$ cat src/rtl/vmm_pkg.sv
// ----------------------------------------------------------------------------
// vmm_pkg: shared types and helpers of the min/max block pyramid
// Cell and result records, memory depths, block-done test and the
// accumulator address map for levels 1 to 4.
// ----------------------------------------------------------------------------
package vmm_pkg;

    localparam int LEVELS      = 5;
    localparam int SIDE        = 257;
    localparam int PLANE_DEPTH = SIDE * SIDE;
    localparam int ROW_DEPTH   = SIDE;
    localparam int ACC_DEPTH   = 21760;
    localparam int ITEM_DEPTH  = 4;
    localparam int OUT_DEPTH   = 8;
    localparam int MAX_RESULTS = LEVELS;

    localparam int PA_W   = $clog2(PLANE_DEPTH);
    localparam int ACC_AW = $clog2(ACC_DEPTH);

    // one completed unit cell, handed to the accumulator walker
    typedef struct packed {
        logic [7:0] cx;
        logic [7:0] cy;
        logic [7:0] cz;
        logic [8:0] w;
        logic [8:0] d;
        logic [8:0] h;
        logic [7:0] lo;
        logic [7:0] hi;
    } t_cell;

    // one result record
    typedef struct packed {
        logic [2:0] level;
        logic [7:0] bx;
        logic [7:0] by;
        logic [7:0] bz;
        logic [7:0] bmin;
        logic [7:0] bmax;
        logic       last;
    } t_result;

    // push port of the result queue
    typedef struct packed {
        logic    push;
        t_result data;
    } t_res_push;

    // out-of-range sizes clamp to 2 .. SIDE
    function automatic logic [8:0] f_eff(input logic [8:0] v);
        logic [8:0] r;
        r = v;
        if (v < 9'd2) begin
            r = 9'd2;
        end else if (v > 9'(SIDE)) begin
            r = 9'(SIDE);
        end
        return r;
    endfunction

    // a child closes its parent on one axis when odd or at the edge
    function automatic logic f_axis_done(input logic [7:0] c, input logic [8:0] n);
        return c[0] || (({1'b0, c} + 9'd1) >= n);
    endfunction

    function automatic logic f_done(input t_cell c);
        return f_axis_done(c.cx, c.w) && f_axis_done(c.cy, c.d) &&
               f_axis_done(c.cz, c.h);
    endfunction

    // accumulator slot of block (px, py) at level 1..4, regions packed back to back
    function automatic logic [ACC_AW-1:0] f_acc_addr(input logic [2:0] lvl,
                                                     input logic [7:0] px,
                                                     input logic [7:0] py);
        logic [ACC_AW-1:0] a;
        case (lvl)
            3'd1:    a = {1'b0, py[6:0], px[6:0]};
            3'd2:    a = {3'b100, py[5:0], px[5:0]};
            3'd3:    a = {5'b10100, py[4:0], px[4:0]};
            3'd4:    a = {7'b1010100, py[3:0], px[3:0]};
            default: a = '0;
        endcase
        return a;
    endfunction

endpackage

$ cat src/rtl/vmm_out_queue.sv
// ----------------------------------------------------------------------------
// vmm_out_queue: result queue
// Absorbs result bursts of up to five per voxel; drains one per cycle while i_stall is low.
// ----------------------------------------------------------------------------
module vmm_out_queue (
    input  logic                i_clk,
    input  logic                i_rst_n,
    input  vmm_pkg::t_res_push  i_res,
    output logic [3:0]          o_cnt,
    output logic                o_valid,
    input  logic                i_stall,
    output vmm_pkg::t_result    o_data
);

    localparam int OQ_AW = $clog2(vmm_pkg::OUT_DEPTH);

    vmm_pkg::t_result oq [vmm_pkg::OUT_DEPTH];
    logic [OQ_AW-1:0] r_wp, r_rp;
    logic [OQ_AW:0]   r_cnt;
    logic             pop;

    assign o_valid = (r_cnt != '0);
    assign pop     = o_valid && !i_stall;
    assign o_data  = oq[r_rp];
    assign o_cnt   = r_cnt;

    always_ff @(posedge i_clk) begin
        if (!i_rst_n) begin
            r_wp  <= '0;
            r_rp  <= '0;
            r_cnt <= '0;
        end else begin
            if (i_res.push) r_wp <= r_wp + 1'b1;
            if (pop) r_rp <= r_rp + 1'b1;
            r_cnt <= r_cnt + {{OQ_AW{1'b0}}, i_res.push} - {{OQ_AW{1'b0}}, pop};
        end
        if (i_res.push) oq[r_wp] <= i_res.data;
    end

`ifndef SYNTHESIS
    a_oq_no_overflow: assert property (@(posedge i_clk) disable iff (!i_rst_n)
        i_res.push |-> (r_cnt < (OQ_AW+1)'(vmm_pkg::OUT_DEPTH) || pop))
        else $error("result queue overflow");
`endif

endmodule

$ cat config.mk
export PLATFORM = sky130hd
export DESIGN_NAME = vmm_out_queue
export DESIGN_NICKNAME = d
export VERILOG_FILES = /design/src/rtl/vmm_pkg.sv /design/src/rtl/vmm_out_queue.sv
export SDC_FILE = /design/constraint.sdc
export NUM_CORES = 1
export LEC_CHECK = 0
export BUFFER_PORTS_ARGS = -buffer_cell sky130_fd_sc_hd__buf_4
export CAP_MARGIN = 20
export CORE_UTILIZATION = 43
export CTS_BUF_LIST = sky130_fd_sc_hd__clkbuf_8
export CTS_CLUSTER_SIZE = 8
export DETAILED_ROUTE_END_ITERATION = 6
export GPL_ROUTABILITY_DRIVEN = 0
export PLACE_DENSITY = 0.66
export SYNTH_ARGS = -nofsm -noshare
export SYNTH_HDL_FRONTEND = slang
export SYNTH_SLANG_ARGS = --single-unit
$ cat constraint.sdc
create_clock -name i_clk -period 5.6 [get_ports i_clk]
set_clock_uncertainty 0.2 [all_clocks]
set_input_delay 0.56 -clock i_clk [delete_from_list [all_inputs] [get_ports i_clk]]
set_output_delay 0.56 -clock i_clk [all_outputs]
set_load 0.01 [all_outputs]
==> flow_summary.yaml <==
die:
  die_w_um: 182
  dieArea_mm2: 0.0331
  initial_core_util_pct: 43.9
  die_h_um: 182
  core_mm2: 0.0317
  ioPinCount: 97
  rows: 65
layout:
  fin_nets: 816
  drive_above_1_share_pct: 39.7
  multiInputGateArea_mm2: 0.00296
  syn_to_final_growth_pct: 18.4
  diodes: 0
  filler_cell_count: 2475
  final_util_pct: 52.0
  layout_common_cells: "352 x edfxtp_1, 109 x buf_4, 88 x mux4_2"
  final_common_cell: "edfxtp_1"
  regArea_mm2: 0.0108
cts:
  cts_root_buffer: "clkbuf_8"
  insertion_delay_ns: 0.58
  h-tree-depth: 2
  cts_buffers: 56
  cts_tree: "done"
  max-clock-path-buffers: 3
  cts_setup_buffers: 0
  cts_num_sinks: 365
  clk_pin_slew_ns: 0.06
  ctsResizeCount: 0
timing:
  tns_ns: 0
  setup-violations-final: 0
  fmaxAchievable_mhz: 270
  fin_crit_sh_pct: 66.1
  period_needed_ns: 3.70
  drv_slew: 0
  rsz0062_at_grt: "no"
  hold_violations: 0
  tightest_slew_ns: 0.927
  slew-limit-headroom_pct: 38.2
detailed_routing:
  via_per_inst: 5.38
  route.detailed.drc: 0
  totalWireLength_um: 26800
  vias: 6418
  drt_iter0_markers: 331
  drtAntennaViolNets: 0
  firstDrtPassIters: 7
  avgRoutedWirePerCell_um: 22.4
yosys:
  synth_cells: 582
  syn_nets: 637
  synth_area_leader_cell: "edfxtp_1"
  netlist_area_mm2: 0.0139
  yosysWarnings: 0
  ys_types: 27
  syn_area_per_cell_um2: 23.9
  ys_ff_latch: 365
  synthTopCellsByArea: "edfxtp_1 76%, mux4_2 14%, mux2_2 2.4%"
  yosysSeqAreaShare_pct: 77.8
  synth.top_cell.area_share_pct: 75.9
pwr:
  peakVddDrop_v: 0.000215
  p_leak_nw: 5.39
  p_per_area_mw_per_mm2: 364
setup_path:
  required_ns: 4.84
  end_kind: "output pin"
  arrival_ns: 2.94
  critPathBufInv: 2
  crit_family: "flip-flops"
  crit_chain: "buf_4 > mux4_2 > mux2_2 > buf_4"
  cp_slowest_stage_delay_ns: 0.97
  critPathMaxFanout: 61
  critPathMostFrequentCell: "buf_4"
  path_class: "reg -> out"
  start_kind: "flop"
  cpMaxStageDelayCell: "dfxtp_4"
outcome:
  status: "finished clean"
global_route:
  grtUsageTotal_pct: 16.6
  grt-ovfl-total: 0
  grt_max_degree: 62
  grt_pass1_wl_um: 40700
  grt_pass1_vias: 6924
  antenna_found_initial: 0
place:
  dp_hpwl_um: 14400
  port-buffer-count: 96
run:
  drv_cap: 0
min_path:
  min_path_type: "in -> reg"
-- worst reg2reg max path: stages (launching register included) --
cell and delay (ns):
dfxtp_1 0.32, inv_1 0.08, ha_1 0.14, nor3b_1 0.65, nor3_1 0.19, a21o_1 0.21, ha_1 0.19, inv_1 0.08
fa_1 0.42, nor2b_1 0.12
-- path summary, 6_finish.rpt --
kind	startpoint	end	slack, ns	cells after the start
max	flop	o_data[15]	1.90	4
min	i_res[22]	oq[4][22]	0.03	1
max reg2reg	o_cnt[2]	o_cnt[1]	2.95	9
min reg2reg	r_rp[1]	r_rp[1]	0.30	2
-- report_power, final --
part | switching (W) | leakage (nW) | total [W] | internal (W)
clock | 0.000937 | 0.550 | 0.00191 | 0.000977
combinational | 0.000379 | 1.54 | 0.000900 | 0.000521
sequential | 0.0000959 | 3.31 | 0.00318 | 0.00308
-- synth_stat cells --
cell type and instances:
mux4_2 88, a21o_1 2, mux2i_1 4, edfxtp_1 352, mux2_2 30, nand2_1 6, ha_1 6, xor2_1 1
mux2_4 14, buf_2 10, nor3_1 3, nor2b_1 2, xnor2_1 2, buf_6 1, inv_1 6, nor3b_1 1
a21boi_0 4, clkbuf_1 12, or3_1 2, buf_12 3, a21oi_1 1, fa_1 1, o21ai_0 2, and2_1 4
dfxtp_1 13, nand2b_1 5, nor2_1 7
-- sequential cells by signal, indices dropped and copies added, names as in the netlist, named ones only --
| name | flops |
|---|---|
| o_cnt | 4 |
| oq | 352 |
| r_wp | 3 |
| r_rp | 3 |
-- per-layer routing --
layer	vias up	track usage [%]	wire [um]
li1	2798	-	-
met1	3395	22.1	11700
met2	181	27.7	13300
met3	44	3.39	1430
met4	0	4.61	425
met5	-	0	0
-- cell type report --
class	instances	share of cell area (%)
Timing Repair Buffer	147	7.38
Multi-Input combinational cell	185	17.9
Clock buffer	57	4.76
Sequential cell	365	65.8
Clock inverter	31	0.964
Inverter	6	0.137
Tap cell	402	3.05
-- through the flow --
stage	total power (W)	instance area [um^2]	instances	worst slack, ns	hold WS [ns]
detailed placement	0.00413	15100	1067	2.16	0.290
global route	0.00624	16500	1193	1.74	0.00731
CTS	0.00606	16500	1192	1.53	0.000251
finish	0.00599	16500	1193	1.90	0.0321
global placement	0.00409	15100	1067	2.20	0.268
floorplan	0.00377	13900	582	1.24	0.260
-- repair_timing --
item                                    in CTS  in global routing
endpoints found under the setup margin       0                  0
hold endpoints to repair                   279                  0
hold buffers                                37                  0
-- cells by family after synthesis --
group	Yosys count	share of synthesized area, %
adder cells (fa/ha/maj)	7	0.683
buffers and inverters	32	1.36
flip-flops	365	77.8
multiplexers	136	18.5
XOR/XNOR	3	0.189
AO/OA/AOI/OAI	9	0.431
AND/OR/NAND/NOR	30	1.10
(Power assumes the default switching activity.)
